## config.mk

```make
export PLATFORM = sky130hd
export DESIGN_NAME = fixed_point_decimal_formatter
export DESIGN_NICKNAME = d
export VERILOG_FILES = /design/src/design/fpdf_pkg.sv /design/src/design/fixed_point_decimal_formatter.sv /design/src/design/fpdf_bcd_cell.sv /design/src/design/fpdf_bcd_chain.sv
export SDC_FILE = /design/constraint.sdc
export NUM_CORES = 1
export LEC_CHECK = 0
export ABC_AREA = 0
export BUFFER_PORTS_ARGS = -buffer_cell sky130_fd_sc_hd__buf_2
export CELL_PAD_IN_SITES_DETAIL_PLACEMENT = 2
export CELL_PAD_IN_SITES_GLOBAL_PLACEMENT = 2
export CORE_MARGIN = 2
export CORE_UTILIZATION = 41
export CTS_CLUSTER_DIAMETER = 120
export CTS_CLUSTER_SIZE = 30
export DETAILED_ROUTE_END_ITERATION = 7
export PLACE_DENSITY_LB_ADDON = 0.1
export SKIP_LAST_GASP = 1
export SYNTH_ARGS = -nofsm -noshare
export SYNTH_HDL_FRONTEND = slang
export SYNTH_SLANG_ARGS = --single-unit
```

## constraint.sdc

```tcl
create_clock -name i_clk -period 7.7 [get_ports i_clk]
set_input_delay 0.385 -clock i_clk [delete_from_list [all_inputs] [get_ports i_clk]]
set_output_delay 0.385 -clock i_clk [all_outputs]
set_load 0.01 [all_outputs]
```

## src/design/fpdf_pkg.sv

```systemverilog
// ----------------------------------------------------------------------------
// fpdf_pkg
// Shared types and constants for the fixed-point decimal formatter.
// ----------------------------------------------------------------------------
package fpdf_pkg;

    // raw value and BCD row sizing
    localparam int VALUE_W   = 64;
    localparam int NUM_BCD   = 20;
    localparam int BCD_IDX_W = $clog2(NUM_BCD);
    localparam int CNT_W     = $clog2(NUM_BCD + 1);
    localparam int STEP_W    = $clog2(VALUE_W);

    // character and register field widths
    localparam int CODE_W     = 16;
    localparam int FIELD_W    = 5;
    localparam int MODE_W     = 3;
    localparam int THRESH_W   = 31;
    localparam int CFG_IDX_W  = 3;
    localparam int CFG_DATA_W = 32;

    // clamps
    localparam int MAX_EXPONENT    = 19;
    localparam int MAX_FRAC_DIGITS = 18;

    // parameter defaults
    localparam int DEF_MAX_INT_DIGITS = 20;
    localparam int DEF_CHAR_BITS      = 16;

    // register indexes
    localparam logic [CFG_IDX_W-1:0] REG_SCALE_EXP  = 3'd0;
    localparam logic [CFG_IDX_W-1:0] REG_FRAC_DIGIT = 3'd1;
    localparam logic [CFG_IDX_W-1:0] REG_MIN_INT    = 3'd2;
    localparam logic [CFG_IDX_W-1:0] REG_GROUP      = 3'd3;
    localparam logic [CFG_IDX_W-1:0] REG_SEP_CHAR   = 3'd4;
    localparam logic [CFG_IDX_W-1:0] REG_PERIOD     = 3'd5;
    localparam logic [CFG_IDX_W-1:0] REG_MODE       = 3'd6;
    localparam logic [CFG_IDX_W-1:0] REG_THRESH     = 3'd7;

    // mode bit positions
    localparam int MODE_PLUS         = 0;
    localparam int MODE_FORCE_PERIOD = 1;
    localparam int MODE_FORCE_FRAC   = 2;

    // register reset values
    localparam logic [FIELD_W-1:0] RST_MIN_INT   = 5'd1;
    localparam logic [CODE_W-1:0]  RST_SEP_CHAR  = 16'h00A0;
    localparam logic [CODE_W-1:0]  RST_PERIOD    = 16'h002E;
    localparam logic [MODE_W-1:0]  RST_MODE      = 3'd4;

    // character codes
    localparam logic [CODE_W-1:0] CH_ZERO  = 16'h0030;
    localparam logic [CODE_W-1:0] CH_MINUS = 16'h002D;
    localparam logic [CODE_W-1:0] CH_PLUS  = 16'h002B;

    typedef logic [3:0] t_digit;
    typedef logic [NUM_BCD-1:0][3:0] t_digits;

    // control broadcast along the BCD row
    typedef struct packed {
        logic clear;
        logic shift;
        logic bit_in;
    } t_chain_ctl;

endpackage

```

## src/design/fixed_point_decimal_formatter.sv

```systemverilog
// ----------------------------------------------------------------------------
// fixed_point_decimal_formatter
// After start is taken, the 64-bit magnitude is shifted MSB first through
//   the BCD cell row, a setup step follows, then IW remainder steps for the
//   group phase (IW = 5 at default parameters), then one character per
//   cycle on the output, N characters per item (0..59). Busy from start
//   until the last character is out; no new item is taken while busy.
// Reset: synchronous active low; registers return to their documented
//   values, no item in flight. Results cannot be stalled by the receiver.
// ----------------------------------------------------------------------------
module fixed_point_decimal_formatter #(
    parameter int MAX_INT_DIGITS = fpdf_pkg::DEF_MAX_INT_DIGITS,
    parameter int CHAR_BITS      = fpdf_pkg::DEF_CHAR_BITS
) (
    input  logic                                 i_clk,
    input  logic                                 i_rst_n,
    input  logic                                 start,
    output logic                                 busy,
    input  logic signed [fpdf_pkg::VALUE_W-1:0]  i_value,
    input  logic                                 i_cfg_valid,
    output logic                                 o_cfg_ready,
    input  logic [fpdf_pkg::CFG_IDX_W-1:0]       i_cfg_index,
    input  logic [fpdf_pkg::CFG_DATA_W-1:0]      i_cfg_data,
    output logic                                 o_strobe,
    output logic [CHAR_BITS-1:0]                 o_char_code,
    output logic                                 o_last
);

    localparam int TOT_MAX = (MAX_INT_DIGITS > fpdf_pkg::NUM_BCD) ?
                             MAX_INT_DIGITS : fpdf_pkg::NUM_BCD;
    localparam int IW  = $clog2(TOT_MAX + 1);
    localparam int MCW = $clog2(IW + 1);
    localparam int VW  = fpdf_pkg::VALUE_W;
    localparam int FW  = fpdf_pkg::FIELD_W;
    localparam int CW  = fpdf_pkg::CODE_W;
    localparam int TW  = fpdf_pkg::THRESH_W;

    // state codes
    localparam logic [3:0] S_IDLE   = 4'd0;
    localparam logic [3:0] S_CONV   = 4'd1;
    localparam logic [3:0] S_PREP   = 4'd2;
    localparam logic [3:0] S_MOD    = 4'd3;
    localparam logic [3:0] S_SIGN   = 4'd4;
    localparam logic [3:0] S_INT    = 4'd5;
    localparam logic [3:0] S_SEP    = 4'd6;
    localparam logic [3:0] S_PERIOD = 4'd7;
    localparam logic [3:0] S_FRAC   = 4'd8;

    // configuration registers
    logic [FW-1:0]                r_scale_exp;
    logic [FW-1:0]                r_frac_digits;
    logic [FW-1:0]                r_min_int;
    logic [FW-1:0]                r_group;
    logic [CW-1:0]                r_sep_char;
    logic [CW-1:0]                r_period_char;
    logic [fpdf_pkg::MODE_W-1:0]  r_mode;
    logic [TW-1:0]                r_thresh;

    // sequencing
    logic [3:0]                   r_state, n_state;
    logic [VW-1:0]                r_shift, n_shift;
    logic                         r_neg, n_neg;
    logic [fpdf_pkg::STEP_W-1:0]  r_step, n_step;
    logic                         r_thr_ok, n_thr_ok;
    logic [fpdf_pkg::CNT_W-1:0]   r_n, n_n;
    logic [IW-1:0]                r_total, n_total;
    logic                         r_has_sign, n_has_sign;
    logic                         r_has_frac, n_has_frac;
    logic [IW:0]                  r_rem, n_rem;
    logic [IW-1:0]                r_mod_x, n_mod_x;
    logic [MCW-1:0]               r_mod_cnt, n_mod_cnt;
    logic [IW-1:0]                r_i, n_i;
    logic [IW-1:0]                r_g, n_g;
    logic [FW-1:0]                r_k, n_k;

    // output register
    logic                         r_strobe, n_strobe;
    logic [CW-1:0]                r_char, n_char;
    logic                         r_last, n_last;

    logic                         w_accept;
    logic                         w_cfg_wr;
    logic [VW-1:0]                w_raw;
    logic [VW-1:0]                w_mag;
    fpdf_pkg::t_chain_ctl         w_ctl;
    fpdf_pkg::t_digits            w_digits;
    logic [FW-1:0]                w_e;
    logic [FW-1:0]                w_fd;
    logic [IW-1:0]                w_mind;
    logic [fpdf_pkg::CNT_W-1:0]   w_ndig;
    logic [fpdf_pkg::CNT_W-1:0]   w_nint;
    logic [IW-1:0]                w_total;
    logic                         w_frac_nz;
    logic                         w_has_frac;
    logic [IW:0]                  w_int_sum;
    logic [fpdf_pkg::BCD_IDX_W-1:0] w_frac_idx;
    logic [fpdf_pkg::BCD_IDX_W-1:0] w_rd_idx;
    fpdf_pkg::t_digit             w_rd_digit;
    logic [CW-1:0]                w_int_char;
    logic [CW-1:0]                w_frac_char;
    logic [IW:0]                  w_trial;
    logic [IW:0]                  w_rem_next;
    logic [3:0]                   w_first_phase;
    logic [CHAR_BITS+CW-1:0]      w_code_ext;

    assign busy        = (r_state != S_IDLE) || !i_rst_n;
    assign o_cfg_ready = !busy;
    assign w_accept    = start && !busy;
    assign w_cfg_wr    = i_cfg_valid && o_cfg_ready;

    // magnitude, most negative value maps to 2^63
    assign w_raw = $unsigned(i_value);
    assign w_mag = w_raw[VW-1] ? (~w_raw + {{(VW-1){1'b0}}, 1'b1}) : w_raw;

    // BCD row control
    always_comb begin
        w_ctl.clear  = w_accept;
        w_ctl.shift  = (r_state == S_CONV);
        w_ctl.bit_in = r_shift[VW-1];
    end

    fpdf_bcd_chain u_chain (
        .i_clk    (i_clk),
        .i_ctl    (w_ctl),
        .o_digits (w_digits)
    );

    // clamped configuration
    assign w_e  = (r_scale_exp > FW'(fpdf_pkg::MAX_EXPONENT)) ?
                  FW'(fpdf_pkg::MAX_EXPONENT) : r_scale_exp;
    assign w_fd = (r_frac_digits > FW'(fpdf_pkg::MAX_FRAC_DIGITS)) ?
                  FW'(fpdf_pkg::MAX_FRAC_DIGITS) : r_frac_digits;
    assign w_mind = (32'(r_min_int) > MAX_INT_DIGITS) ?
                    IW'(MAX_INT_DIGITS) : IW'(r_min_int);

    // digit count of the magnitude and nonzero test of the fraction digits
    always_comb begin
        w_ndig    = '0;
        w_frac_nz = 1'b0;
        for (int k = 0; k < fpdf_pkg::NUM_BCD; k++) begin
            if (w_digits[k] != 4'd0) begin
                w_ndig = fpdf_pkg::CNT_W'(k + 1);
                if (k < int'(w_e)) begin
                    w_frac_nz = 1'b1;
                end
            end
        end
    end

    assign w_nint  = (w_ndig > fpdf_pkg::CNT_W'(w_e)) ?
                     w_ndig - fpdf_pkg::CNT_W'(w_e) : '0;
    assign w_total = (IW'(w_nint) > w_mind) ? IW'(w_nint) : w_mind;
    assign w_has_frac = ((w_fd != '0) || r_mode[fpdf_pkg::MODE_FORCE_PERIOD]) &&
                        r_thr_ok &&
                        (r_mode[fpdf_pkg::MODE_FORCE_FRAC] || w_frac_nz);

    // digit read: integer position i sits at i + e, fraction k at e - 1 - k
    assign w_int_sum  = (IW+1)'(r_i) + (IW+1)'(w_e);
    assign w_frac_idx = fpdf_pkg::BCD_IDX_W'(w_e - 5'd1 - r_k);
    assign w_rd_idx   = (r_state == S_FRAC) ? w_frac_idx :
                        w_int_sum[fpdf_pkg::BCD_IDX_W-1:0];
    assign w_rd_digit = w_digits[w_rd_idx];

    assign w_int_char  = (r_i < IW'(r_n)) ?
                         fpdf_pkg::CH_ZERO + CW'(w_rd_digit) : fpdf_pkg::CH_ZERO;
    assign w_frac_char = (r_k < w_e) ?
                         fpdf_pkg::CH_ZERO + CW'(w_rd_digit) : fpdf_pkg::CH_ZERO;

    // restoring remainder step: (total - 1) mod group_size
    assign w_trial    = {r_rem[IW-1:0], r_mod_x[IW-1]};
    assign w_rem_next = (w_trial >= (IW+1)'(r_group)) ?
                        w_trial - (IW+1)'(r_group) : w_trial;

    // first output phase after setup
    always_comb begin
        if (r_has_sign) begin
            w_first_phase = S_SIGN;
        end else if (r_total != '0) begin
            w_first_phase = S_INT;
        end else if (r_has_frac) begin
            w_first_phase = S_PERIOD;
        end else begin
            w_first_phase = S_IDLE;
        end
    end

    // sequencer
    always_comb begin
        n_state    = r_state;
        n_shift    = r_shift;
        n_neg      = r_neg;
        n_step     = r_step;
        n_thr_ok   = r_thr_ok;
        n_n        = r_n;
        n_total    = r_total;
        n_has_sign = r_has_sign;
        n_has_frac = r_has_frac;
        n_rem      = r_rem;
        n_mod_x    = r_mod_x;
        n_mod_cnt  = r_mod_cnt;
        n_i        = r_i;
        n_g        = r_g;
        n_k        = r_k;
        n_strobe   = 1'b0;
        n_char     = r_char;
        n_last     = r_last;

        unique case (r_state)
            S_IDLE: begin
                if (w_accept) begin
                    n_shift = w_mag;
                    n_neg   = w_raw[VW-1];
                    n_step  = '0;
                    n_state = S_CONV;
                end
            end
            S_CONV: begin
                // threshold test on the unshifted magnitude
                if (r_step == '0) begin
                    n_thr_ok = (r_thresh == '0) ||
                               ((r_shift[VW-1:TW] == '0) && (r_shift[TW-1:0] < r_thresh));
                end
                n_shift = {r_shift[VW-2:0], 1'b0};
                n_step  = r_step + 1'b1;
                if (r_step == '1) begin
                    n_state = S_PREP;
                end
            end
            S_PREP: begin
                n_n        = w_nint;
                n_total    = w_total;
                n_has_sign = r_neg || r_mode[fpdf_pkg::MODE_PLUS];
                n_has_frac = w_has_frac;
                n_rem      = '0;
                n_mod_x    = w_total - 1'b1;
                n_mod_cnt  = '0;
                n_state    = S_MOD;
            end
            S_MOD: begin
                n_rem     = w_rem_next;
                n_mod_x   = {r_mod_x[IW-2:0], 1'b0};
                n_mod_cnt = r_mod_cnt + 1'b1;
                if (r_mod_cnt == MCW'(IW - 1)) begin
                    n_g     = w_rem_next[IW-1:0];
                    n_i     = r_total - 1'b1;
                    n_state = w_first_phase;
                end
            end
            S_SIGN: begin
                n_strobe = 1'b1;
                n_char   = r_neg ? fpdf_pkg::CH_MINUS : fpdf_pkg::CH_PLUS;
                n_last   = (r_total == '0) && !r_has_frac;
                if (r_total != '0) begin
                    n_state = S_INT;
                end else if (r_has_frac) begin
                    n_state = S_PERIOD;
                end else begin
                    n_state = S_IDLE;
                end
            end
            S_INT: begin
                n_strobe = 1'b1;
                n_char   = w_int_char;
                n_last   = (r_i == '0) && !r_has_frac;
                if (r_i == '0) begin
                    n_state = r_has_frac ? S_PERIOD : S_IDLE;
                end else begin
                    n_i = r_i - 1'b1;
                    n_g = (r_g == '0) ? IW'(r_group) - 1'b1 : r_g - 1'b1;
                    // separator after a position that is a multiple of the group
                    if ((r_group != '0) && (r_g == '0)) begin
                        n_state = S_SEP;
                    end
                end
            end
            S_SEP: begin
                n_strobe = 1'b1;
                n_char   = r_sep_char;
                n_last   = 1'b0;
                n_state  = S_INT;
            end
            S_PERIOD: begin
                n_strobe = 1'b1;
                n_char   = r_period_char;
                n_last   = (w_fd == '0);
                n_k      = '0;
                n_state  = (w_fd == '0) ? S_IDLE : S_FRAC;
            end
            S_FRAC: begin
                n_strobe = 1'b1;
                n_char   = w_frac_char;
                n_last   = (r_k == w_fd - 5'd1);
                n_k      = r_k + 5'd1;
                if (r_k == w_fd - 5'd1) begin
                    n_state = S_IDLE;
                end
            end
            default: begin
                n_state = S_IDLE;
            end
        endcase
    end

    // control registers
    always_ff @(posedge i_clk) begin
        if (!i_rst_n) begin
            r_state  <= S_IDLE;
            r_strobe <= 1'b0;
        end else begin
            r_state  <= n_state;
            r_strobe <= n_strobe;
        end
    end

    // working and payload registers
    always_ff @(posedge i_clk) begin
        r_shift    <= n_shift;
        r_neg      <= n_neg;
        r_step     <= n_step;
        r_thr_ok   <= n_thr_ok;
        r_n        <= n_n;
        r_total    <= n_total;
        r_has_sign <= n_has_sign;
        r_has_frac <= n_has_frac;
        r_rem      <= n_rem;
        r_mod_x    <= n_mod_x;
        r_mod_cnt  <= n_mod_cnt;
        r_i        <= n_i;
        r_g        <= n_g;
        r_k        <= n_k;
        r_char     <= n_char;
        r_last     <= n_last;
    end

    // configuration register file
    always_ff @(posedge i_clk) begin
        if (!i_rst_n) begin
            r_scale_exp   <= '0;
            r_frac_digits <= '0;
            r_min_int     <= fpdf_pkg::RST_MIN_INT;
            r_group       <= '0;
            r_sep_char    <= fpdf_pkg::RST_SEP_CHAR;
            r_period_char <= fpdf_pkg::RST_PERIOD;
            r_mode        <= fpdf_pkg::RST_MODE;
            r_thresh      <= '0;
        end else if (w_cfg_wr) begin
            unique case (i_cfg_index)
                fpdf_pkg::REG_SCALE_EXP:  r_scale_exp   <= i_cfg_data[FW-1:0];
                fpdf_pkg::REG_FRAC_DIGIT: r_frac_digits <= i_cfg_data[FW-1:0];
                fpdf_pkg::REG_MIN_INT:    r_min_int     <= i_cfg_data[FW-1:0];
                fpdf_pkg::REG_GROUP:      r_group       <= i_cfg_data[FW-1:0];
                fpdf_pkg::REG_SEP_CHAR:   r_sep_char    <= i_cfg_data[CW-1:0];
                fpdf_pkg::REG_PERIOD:     r_period_char <= i_cfg_data[CW-1:0];
                fpdf_pkg::REG_MODE:       r_mode        <= i_cfg_data[fpdf_pkg::MODE_W-1:0];
                fpdf_pkg::REG_THRESH:     r_thresh      <= i_cfg_data[TW-1:0];
                default: ;
            endcase
        end
    end

    // output ports; character truncated or zero-extended to CHAR_BITS
    assign w_code_ext  = {{CHAR_BITS{1'b0}}, r_char};
    assign o_char_code = w_code_ext[CHAR_BITS-1:0];
    assign o_strobe    = r_strobe;
    assign o_last      = r_last;

endmodule

```

## src/design/fpdf_bcd_cell.sv

```systemverilog
// ----------------------------------------------------------------------------
// fpdf_bcd_cell
// One BCD digit of the shift-and-add-3 row: adjusts its digit, shifts in
// the bit from the lower neighbor and hands its top bit to the upper one.
// ----------------------------------------------------------------------------
module fpdf_bcd_cell (
    input  logic                i_clk,
    input  fpdf_pkg::t_chain_ctl i_ctl,
    input  logic                i_carry,
    output logic                o_carry,
    output fpdf_pkg::t_digit    o_digit
);

    fpdf_pkg::t_digit r_digit;
    fpdf_pkg::t_digit n_digit;
    fpdf_pkg::t_digit w_adj;

    // add 3 when the digit would overflow past 9 after doubling
    always_comb begin
        w_adj = (r_digit >= 4'd5) ? r_digit + 4'd3 : r_digit;
        if (i_ctl.clear) begin
            n_digit = '0;
        end else if (i_ctl.shift) begin
            n_digit = {w_adj[2:0], i_carry};
        end else begin
            n_digit = r_digit;
        end
    end

    always_ff @(posedge i_clk) begin
        r_digit <= n_digit;
    end

    assign o_carry = w_adj[3];
    assign o_digit = r_digit;

endmodule

```

## src/design/fpdf_bcd_chain.sv

```systemverilog
// ----------------------------------------------------------------------------
// fpdf_bcd_chain
// Row of BCD cells converting the magnitude, one bit per shift, MSB first.
// ----------------------------------------------------------------------------
module fpdf_bcd_chain (
    input  logic                 i_clk,
    input  fpdf_pkg::t_chain_ctl i_ctl,
    output fpdf_pkg::t_digits    o_digits
);

    logic [fpdf_pkg::NUM_BCD-2:0] w_carry;

    genvar k;
    generate
        for (k = 0; k < fpdf_pkg::NUM_BCD; k++) begin : g_cell
            logic w_cin;
            if (k == 0) begin : g_lsd
                assign w_cin = i_ctl.bit_in;
            end else begin : g_mid
                assign w_cin = w_carry[k-1];
            end

            if (k == fpdf_pkg::NUM_BCD - 1) begin : g_msd
                // top digit: 2^64 fits in NUM_BCD digits, carry is never set
                fpdf_bcd_cell u_cell (
                    .i_clk   (i_clk),
                    .i_ctl   (i_ctl),
                    .i_carry (w_cin),
                    .o_carry (),
                    .o_digit (o_digits[k])
                );
            end else begin : g_low
                fpdf_bcd_cell u_cell (
                    .i_clk   (i_clk),
                    .i_ctl   (i_ctl),
                    .i_carry (w_cin),
                    .o_carry (w_carry[k]),
                    .o_digit (o_digits[k])
                );
            end
        end
    endgenerate

endmodule

```

==> results.md, run 1 <==
- FF+latch area: between 7000 and 8000 um2
- FP Rows: 77
- Gr ovfl total: 0
- Antenna Violating Nets Remaining: 0
- Die area: around 47000 um2
- Clock Path Buffers: 3
- Routing usage on met1: between 20% and 30%
- Least-Margin Pin Slew: approximately 1200 ps
- Fmax: around 160 MHz
- Filler cells: about 5000
- CP max stage delay: 820 ps
- Crit path DAT: 6530 ps
- Routed vias: roughly 16000
- Fraction of registers with async set/reset: 0%
- Slowest library cell on the worst path: o31ai_1
- Slew HR: between 20 and 25%
- Maximum VDD drop: around 0.00015 V
- Syn_area_per_cell: 8.57 um2
- CP Depth: 24
- Yosys reg bits: 300
- Net count after synthesis: approximately 2400
- Hold_buf cts: 0
- RR Startpoint: u_chain.g_cell[2].g_low.u_cell.o_digit[0]
- Unrepaired setup endpoints after global routing: no
- I/O Buffers: about 120
- Worst Setup End Kind: flop
- FF-to-FF setup slack: between 1000 and 1500 ps
- Clk_lat worst skew: ~530 ps
- Main synth FF type: dfxtp_1
- Setup bufs post-CTS: 0
- Final setup vio count: 0
- Root Driver: clkbuf_16
- Via/cell ratio: 5.66
- Dpl ws: ~1500 ps
- Total of warnings raised by yosys: 0
- Final Cycle Share: just over 80%
- Post-Syn Area: roughly 18000 um2
- GP Congestion: 0.862
- CTS sink cnt: 300
- R2R depth: 24
- Max-cap violations: 0
- Worst Setup Start Kind: flop
- First-pass GRT wire length: 91200 um
- Total track usage: about a quarter
- Critical Path RT: 7970 ps
- Largest net degree at the start of global routing: around 130
- Reg clk slew, reported paths: 120 ps
- Grt met2 use: 44.4%
- I/O pins: 123
- Worst hold start: i_cfg_data[17]
- Post-synth EDFFs: roughly 130
- Final hold viol count: 0
- CTS tree: done
- CP top delay family: compound AO/OA/AOI/OAI gates
- Setup ws final: around 1400 ps
- Fraction of final layout cells sized beyond drive strength 1: roughly 8.5%
- Buf/Inv on CP: 1
- Chip width: ~220 um
- CTS Buf Count: 14
- Wire length per cell: approximately 20 um
- H-tree depth: 1
- Leak: between 0.007 and 0.008 uW
- Fin Clk Skew: about 24 ps
- Global routing usage on met3: under 10%
- Max-slew violation count: 0
- Vias in the first global route: around 17000
- Pwr dens: about 200 nW/um2
- CP Class: flop to flop
- Setup TNS: 0 ps
- Worst Setup SP: u_chain.g_cell[2].g_low.u_cell.o_digit[0]
- Crit-path cells: inv_1, ha_1, nor3b_1, nand3_1, nand2_1, a21oi_1, o21ai_0, a21oi_1, o21a_1, ha_1, nand2b_1, a21oi_1, o31ai_1, nor2_1, ha_1, o21ai_0, a21oi_1, o31ai_2, nor3_1, a31oi_1, ha_1, nor4bb_1, xnor2_1, a21oi_1
- Yosys cell types: 74
- Total wire length: around 57000 um
- Post_cts resized: 0
- Seq/Total Area, Yosys: around 40%
- Mapped Cells: 2143
- GRT busiest layer: met2
- Most frequent CP cell: a21oi_1
- Nets: 2408
- Minimum clock period: approximately 6300 ps
- Reg-to-Reg End: r_mod_x[4]
- Worst min-delay path class: input pin to flop
- Initial core utilization: 41.5%
- DP HPWL: approximately 42000 um
- Synth-to-Final Area Change: 8.21%
- Worst-path maximum fanout: 10
- Drt first-iter violations: ~690
- Drt first pass iters: 4
- Run status: finished clean
- DIE HEIGHT: approximately 220 um
- Final routed DRC violation total: 0
- Initial antenna violation count: 6
- Multi-input gate area: roughly 10000 um2
- Core ar.: 44200 um2
- CP endpoint: r_mod_x[4]
-- tightest hold or removal path, delay by kind of cell --
| kind | cells | cell delay [ps] |
|---|---|---|
| buf+inv | 1 | 90 |
| compound gates | 1 | 60 |
| simple gates | 1 | 40 |
-- worst min path at each step --
stage / endpoint / slack (ps) / cells after the start
after detailed placement: r_sep_char[7] / 460 / 2
after floorplan: r_sep_char[5] / 440 / 2
after CTS: r_thresh[17] / 80 / 3
after global placement: r_period_char[10] / 450 / 2
final: r_thresh[17] / 110 / 3
after global routing: r_thresh[28] / 100 / 3
-- per-layer routing --
layer / share of wire [%] / routed length [um]
met1: 44 / 25200
met3: 2.5 / 1390
met5: 0.048 / 27
met4: 2.1 / 1170
met2: 51 / 28900
-- final cells by class --
class | count | area share (%)
multi-input cells | 1625 | 51.5
flip-flops and latches | 300 | 36.7
well taps | 592 | 3.73
repair buffers | 135 | 3.58
inverters | 113 | 2.13
clock buffers | 19 | 1.96
clock inverters | 4 | 0.321
diodes | 4 | 0.0504
-- registers in the layout (all words and copies together), names as in the netlist, 3 cells and up --
register and flops:
r_state 4, r_group 5, r_min_int 5, r_mode 3
r_thresh 31, r_rem 5, r_shift 64, r_n 5
r_period_char 16, r_mod_cnt 3, o_char_code 16, r_k 5
r_step 6, u_chain.g_cell.g_msd.u_cell.o_digit 4, u_chain.g_cell.g_low.u_cell.o_digit 76, r_total 5
r_scale_exp 5, r_mod_x 5, r_sep_char 16, r_i 5
r_frac_digits 5, r_g 5
-- cell usage in the layout (no fill, tap or decap), drive strengths merged, types with 71 or more instances in the layout --
master and instances:
nand2 297, o21ai 228, dfxtp 171, nor2 153
a21oi 145, buf 135, edfxtp 129, nand3 116
inv 115, ha 112, xor2 71
-- stage by stage --
step	utilization [%]	power [uW]	instance area, um2	cells	hold WS [ps]
final	44.9	3990	19900	2792	110
after global routing	44.9	4220	19900	2790	95.4
after CTS	44.9	4030	19900	2788	82.7
after detailed placement	43.9	3060	19400	2765	458
after global placement	43.9	2980	19400	2765	451
after floorplan	-	2700	18400	2143	440
-- cell families after synthesis --
kind of cell	count (synthesis)	share of synthesized area, %
xor gates and xnor gates	115	5.48
DFF	300	39.7
and+or+nand+nor	784	20.4
adders and majority gates	116	8.06
AOI/OAI and AO/OA	548	17.8
muxes	62	3.84
buffers and inverters	218	4.65
-- cells in the mapped netlist (all sizes together) (21+ instances only) --
library cell / instances / share of area [%]
nor3b: 31 / 1.3
edfxtp: 129 / 21
mux2i: 56 / 3.2
a21oi: 145 / 4.0
nand2: 297 / 6.1
xor2: 71 / 3.4
a21boi: 58 / 2.4
nand2b: 37 / 1.3
nor3: 21 / 0.57
inv: 113 / 2.3
o21ai: 228 / 6.2
clkbuf: 84 / 1.7
ha: 112 / 7.6
dfxtp: 171 / 19
buf: 21 / 0.62
nor2b: 35 / 1.2
nand3: 116 / 3.2
xnor2: 44 / 2.1
nor2: 153 / 3.1
o31ai: 25 / 1.0
nor4: 25 / 1.0
-- power by group --
part	internal, uW	leakage [uW]	total, uW	switching [uW]
Combinational	435	0.00454	1150	718
Sequential	1810	0.00262	1880	64.8
Clock	406	0.000221	959	552
Total	2660	0.00738	3990	1330
No activity file was read; power rests on OpenSTA's default activity.
==> run 2: changes to the inputs <==
--- a/config.mk
+++ b/config.mk
@@ -10,7 +10,7 @@
 export CELL_PAD_IN_SITES_DETAIL_PLACEMENT = 2
 export CELL_PAD_IN_SITES_GLOBAL_PLACEMENT = 2
 export CORE_MARGIN = 2
-export CORE_UTILIZATION = 41
+export CORE_UTILIZATION = 34
 export CTS_CLUSTER_DIAMETER = 120
 export CTS_CLUSTER_SIZE = 30
 export DETAILED_ROUTE_END_ITERATION = 7
==> constraint.sdc (replaced) <==
create_clock -name i_clk -period 5.4 [get_ports i_clk]
set_input_delay 0.27 -clock i_clk [delete_from_list [all_inputs] [get_ports i_clk]]
set_output_delay 0.27 -clock i_clk [all_outputs]
set_load 0.01 [all_outputs]
==> run 2 against run 1 <==
  * Via count up 0.23%
  * Worst setup slack worse by 1200 ps
  * Fmax up 21%
  * Non-clock buffer count up 47
  * Die area up 20%
  * Flip-flop and latch count unchanged
  * Sequential power up 43%
==> results.md, run 2 (synthesized netlist as in run 1, its figures left out) <==
- Routed vias: roughly 16000
- Via/cell ratio: 5.39
- Global routing usage on met3: approximately 2.3%
- Unrepaired setup endpoints after global routing: yes
- Root Driver: clkbuf_16
- Fraction of final layout cells sized beyond drive strength 1: between 10% and 20%
- Max-cap violations: 0
- Worst Setup End Kind: flop
- Design Power: between 5000 and 6000 uW
- Grt met2 use: between 30% and 40%
- Clk_lat worst skew: roughly 540 ps
- Slew HR: about a quarter
- Filler cells: 6093
- Worst min-delay path class: input pin to flop
- Drt first pass iters: 4
- Total wire length: approximately 58000 um
- Final core occ: 38.3%
- I/O Buffers: roughly 120
- DP HPWL: 43700 um
- H-tree depth: 1
- Number of flip-flops under the largest register name: 76
- Final setup vio count: 0
- Slowest library cell on the worst path: or3b_2
- Final routed DRC violation total: 0
- GP Congestion: about 0.87
- Fin cells: about 2900
- Worst-path maximum fanout: 7
- Placed cells: between 2000 and 3000
- Crit path DAT: 5460 ps
- Most common cell after layout, fill and taps aside: nand2_1
- Drt first-iter violations: 666
- Die area: 55900 um2
- Synth-to-Final Area Change: 11.7%
- Total track usage: 20.7%
- Chip width: about 240 um
- N_diodes: 0
- Fmax: between 150 and 200 MHz
- Setup TNS: 0 ps
- CP max stage delay: around 490 ps
- Maximum VDD drop: around 0.00017 V
- CP Class: flop to flop
- Worst Setup Start Kind: flop
- Pwr dens: 292 nW/um2
- FF+latch area: 7300 um2
- Core ar.: approximately 54000 um2
- Reg clk slew, reported paths: about 130 ps
- Initial antenna violation count: 3
- Multi-input gate area: 10300 um2
- DIE HEIGHT: between 200 and 250 um
- Nets: between 2000 and 2500
- Wire length per cell: between 15 and 20 um
- Vias in the first global route: between 15000 and 20000
- CTS tree: done
- First-pass GRT wire length: between 90000 and 100000 um
- Final Cycle Share: roughly 96%
- Run status: finished clean
- Initial core utilization: between 30% and 40%
- CTS Buf Count: 15
- Max-slew violation count: 0
- Minimum clock period: 5170 ps
- Leak: 0.00762 uW
- Fin Clk Skew: between 15 and 20 ps
- FP Rows: between 80 and 90
- Most frequent cells in the layout: nand2_1, o21ai_0, dfxtp_1, nor2_1, a21oi_1
- GRT busiest layer: met2
- Antenna Violating Nets Remaining: 0
- Least-Margin Pin Slew: 1140 ps
- I/O pins: approximately 120
- Critical Path RT: approximately 5700 ps
- Final hold viol count: 0
- Largest net degree at the start of global routing: roughly 110
- CTS sink cnt: 300
- Routing usage on met1: a little over a quarter
- Gr ovfl total: 0
- Clock Path Buffers: 3
run 2: cell count changes in the layout (fill, tap and decap cells not counted), moves of 3 or more:
| cell | previous run | this run |
|---|---|---|
| buf_4 | 14 | 40 |
| dlygate4sd3_1 | 0 | 21 |
| diode_2 | 4 | 0 |
| ha_1 | 112 | 108 |
| ha_2 | 0 | 3 |
run 2: repair_timing:
action	CTS	global route
setup endpoints to repair	1	4
pin swaps	0	1
endpoints found under the hold margin	25	0
gates resized for setup	4	19
hold buffers	21	0
buffers inserted	0	0
run 2: path summary, 6_finish.rpt:
kind / start / end / slack [ps] / cells after the start
max: u_chain.g_cell[4].g_low.u_cell.o_digit[0] / r_mod_x[4] / 230 / 28
min: i_cfg_data[10] / r_thresh[10] / 20 / 3
max reg2reg: u_chain.g_cell[4].g_low.u_cell.o_digit[0] / r_mod_x[4] / 230 / 28
min reg2reg: r_sep_char[9] / r_sep_char[9] / 480 / 2
run 2: cell type report:
class	instances	share of cell area (%)
multi-input combinational	1625	50.3
clock buffer	20	2.03
inverter	113	2.07
tap	696	4.25
sequential	300	35.6
timing repair buffer	182	5.44
clock inverter	5	0.317
run 2: routing by layer:
layer | wire length [um] | up-vias
met5 | 40 | -
met4 | 1410 | 6
met3 | 1400 | 70
met2 | 28900 | 159
met1 | 26500 | 7878
li1 | - | 7739
run 2: metrics by stage:
step	cell area, um2	setup slack (ps)	hold WS, ps
after floorplan	18400	521	369
final	20500	229	20.3
after global placement	19700	128	447
after global routing	20500	-54.6	10.1
after CTS	20400	13.0	3.03
after detailed placement	19700	-86.8	464
run 2: where the power goes:
part           total, uW  switching, uW  internal, uW
Sequential          2680           93.7          2590
Clock               1420            839           579
Combinational       1900           1080           820
Total               6000           2010          3990
run 2: critical path, delay by kind of cell (launching register included):
family	cells	cell delay, ps
and+or+nand+nor	8	1450
AOI/OAI and AO/OA	10	1390
adders and majority gates	4	910
buffers and inverters	5	640
DFF	1	360
xor gates and xnor gates	1	160
==> run 3: changes to the inputs <==
--- a/config.mk
+++ b/config.mk
@@ -14,7 +14,7 @@
 export CTS_CLUSTER_DIAMETER = 120
 export CTS_CLUSTER_SIZE = 30
 export DETAILED_ROUTE_END_ITERATION = 7
-export PLACE_DENSITY_LB_ADDON = 0.1
+export PLACE_DENSITY_LB_ADDON = 0.15
 export SKIP_LAST_GASP = 1
 export SYNTH_ARGS = -nofsm -noshare
 export SYNTH_HDL_FRONTEND = slang
==> run 3 against run 2 <==
  * Clock skew grew 13 ps
  * Worst setup slack gained 150 ps
  * Combinational power grew 2%
  * Critical path type unchanged
  * Critical endpoint is now r_mod_x[3]
==> results.md, run 3 (synthesized netlist as in run 1, its figures left out) <==
- Nets: about 2500
- Slew HR: between 20% and 30%
- Comb pwr share: 32.2%
- Leak: around 0.0076 uW
- CTS sink cnt: 300
- CTS Buf Count: 15
- Drt first-iter violations: around 620
- CP Class: flop to flop
- Worst min-delay path class: input pin to flop
- Minimum clock period: just over 5000 ps
- Worst Setup End Kind: flop
- H-tree depth: 1
- Least-Margin Pin Slew: 1150 ps
- Chip width: 236 um
- Synth-to-Final Area Change: 11.7%
- Via/cell ratio: approximately 5.4
- Crit path DAT: about 5300 ps
- Fin Clk Skew: about 29 ps
- Initial core utilization: around 34%
- GRT busiest layer: met2
- Root Driver: clkbuf_16
- Initial antenna violation count: 2
- Fraction of final layout cells sized beyond drive strength 1: 10.3%
- Design Power: 6030 uW
- Maximum VDD drop: about 0.0002 V
- Routing usage on met1: approximately a quarter
- CTS tree: done
- Largest net degree at the start of global routing: between 100 and 150
- First-pass GRT wire length: 93600 um
- Final Cycle Share: 93.1%
- Grt met2 use: 37.7%
- Die area: 55900 um2
- Placed cells: roughly 2900
- FP Rows: 85
- I/O pins: about 120
- Total track usage: roughly a fifth
- Most common cell after layout, fill and taps aside: nand2_1
- Total wire length: approximately 58000 um
- Reg clk slew, reported paths: 130 ps
- I/O Buffers: 121
- Fin cells: ~3000
- Run status: finished clean
- Fin area: between 20000 and 25000 um2
- Post-DP Area: just under 20000 um2
- N_diodes: 0
- Final setup vio count: 0
- Worst Setup Start Kind: flop
- DIE HEIGHT: between 200 and 250 um
- Wire length per cell: between 15 and 20 um
- Fmax: 199 MHz
- Final core occ: a little under two fifths
- DP HPWL: 43200 um
- Min Hold Slack: between 20 and 30 ps
- Max-slew violation count: 0
- Gr ovfl total: 0
- Routed vias: about 16000
- Sw frac: around 34%
- Final hold viol count: 0
- Clk_lat worst skew: between 500 and 600 ps
- GP Congestion: between 0.8 and 0.9
- Vias in the first global route: between 15000 and 20000
- Core ar.: approximately 54000 um2
- Flop pwr share: around 45%
- Power share of the clock group: around a quarter
- Drt first pass iters: 5
- Worst-path maximum fanout: 5
- Switching Power: 2030 uW
- Antenna Violating Nets Remaining: 0
- Pwr dens: 294 nW/um2
- Number of flip-flops under the largest register name: 76
- Most frequent cells in the layout: nand2_1, o21ai_0, dfxtp_1, nor2_1, a21oi_1
- Critical Path RT: 5700 ps
- Internal power: approximately 4000 uW
- Final routed DRC violation total: 0
- Clock Path Buffers: 3
- Max-cap violations: 0
- Global routing usage on met3: between 1.5 and 2%
## run 3: cell types whose count changed in the layout (fill, tap and decap cells not counted), moves of 2 or more
cell,delta
nor3b_1,-2
ha_2,+2
nor3b_2,+2
o31ai_2,-2
ha_1,-2
buf_4,-2
## run 3: layout make-up
cell class | instances | area [um2]
clock buffers | 20 | 394
clock inverters | 4 | 67.6
fillers | 6077 | 33100
inverters | 113 | 424
multi-input cells | 1625 | 10400
flip-flops and latches | 300 | 7300
well taps | 696 | 871
repair buffers | 180 | 1100
## run 3: power by group through the flow
stage | logic [uW] | registers, uW | clock network (uW)
after floorplan | 1150 | 2700 | 0
after global placement | 1680 | 2730 | 0
after detailed placement | 1790 | 2730 | 0
after CTS | 1870 | 2680 | 1470
after global routing | 2180 | 2700 | 1530
final | 1940 | 2680 | 1400
## run 3: repair_timing
item                                    in CTS  in global routing
hold endpoints to repair                    30                  0
pin swaps                                    1                  3
endpoints found under the setup margin       1                  4
gates resized for setup                      6                 23
buffers inserted                             0                  1
hold buffers                                21                  0
## run 3: metal layers
metal	share of wire (%)	wire length, um
met5	0.039	23
met3	1.7	980
met2	50	29300
met1	46	26900
met4	1.8	1050
## run 3: through the flow
stage          setup TNS [ps]  setup WS [ps]
2_1_floorplan               0            521
5_1_grt                 -38.6          -33.1
3_5_place_dp            -64.0          -64.0
4_1_cts                     0           32.4
6_report                    0            374
3_3_place_gp                0           97.1
## run 3: path summary, 6_finish.rpt
| path | startpoint | cells past startpoint | slack (ps) | endpoint |
|---|---|---|---|---|
| max | u_chain.g_cell[0].g_low.u_cell.o_digit[1] | 25 | 370 | r_mod_x[3] |
| min | i_cfg_data[8] | 3 | 30 | r_thresh[8] |
| min reg2reg | r_period_char[15] | 2 | 480 | r_period_char[15] |
| max reg2reg | u_chain.g_cell[0].g_low.u_cell.o_digit[1] | 25 | 370 | r_mod_x[3] |
## run 3: critical path: stages (launching register included)
cell	delay [ps]
dfxtp_1	430
inv_1	90
ha_1	230
nor3b_2	170
buf_4	150
o21ai_0	180
a21oi_1	100
o21bai_1	170
a21o_1	150
a21oi_1	80
ha_1	220
fa_1	410
xnor2_1	190
o311ai_1	140
buf_4	160
inv_1	80
ha_1	240
o21ai_0	170
a21oi_1	90
o31ai_4	290
buf_4	190
mux2i_1	380
buf_4	200
a21oi_1	60
xnor2_1	140
o21ai_0	100
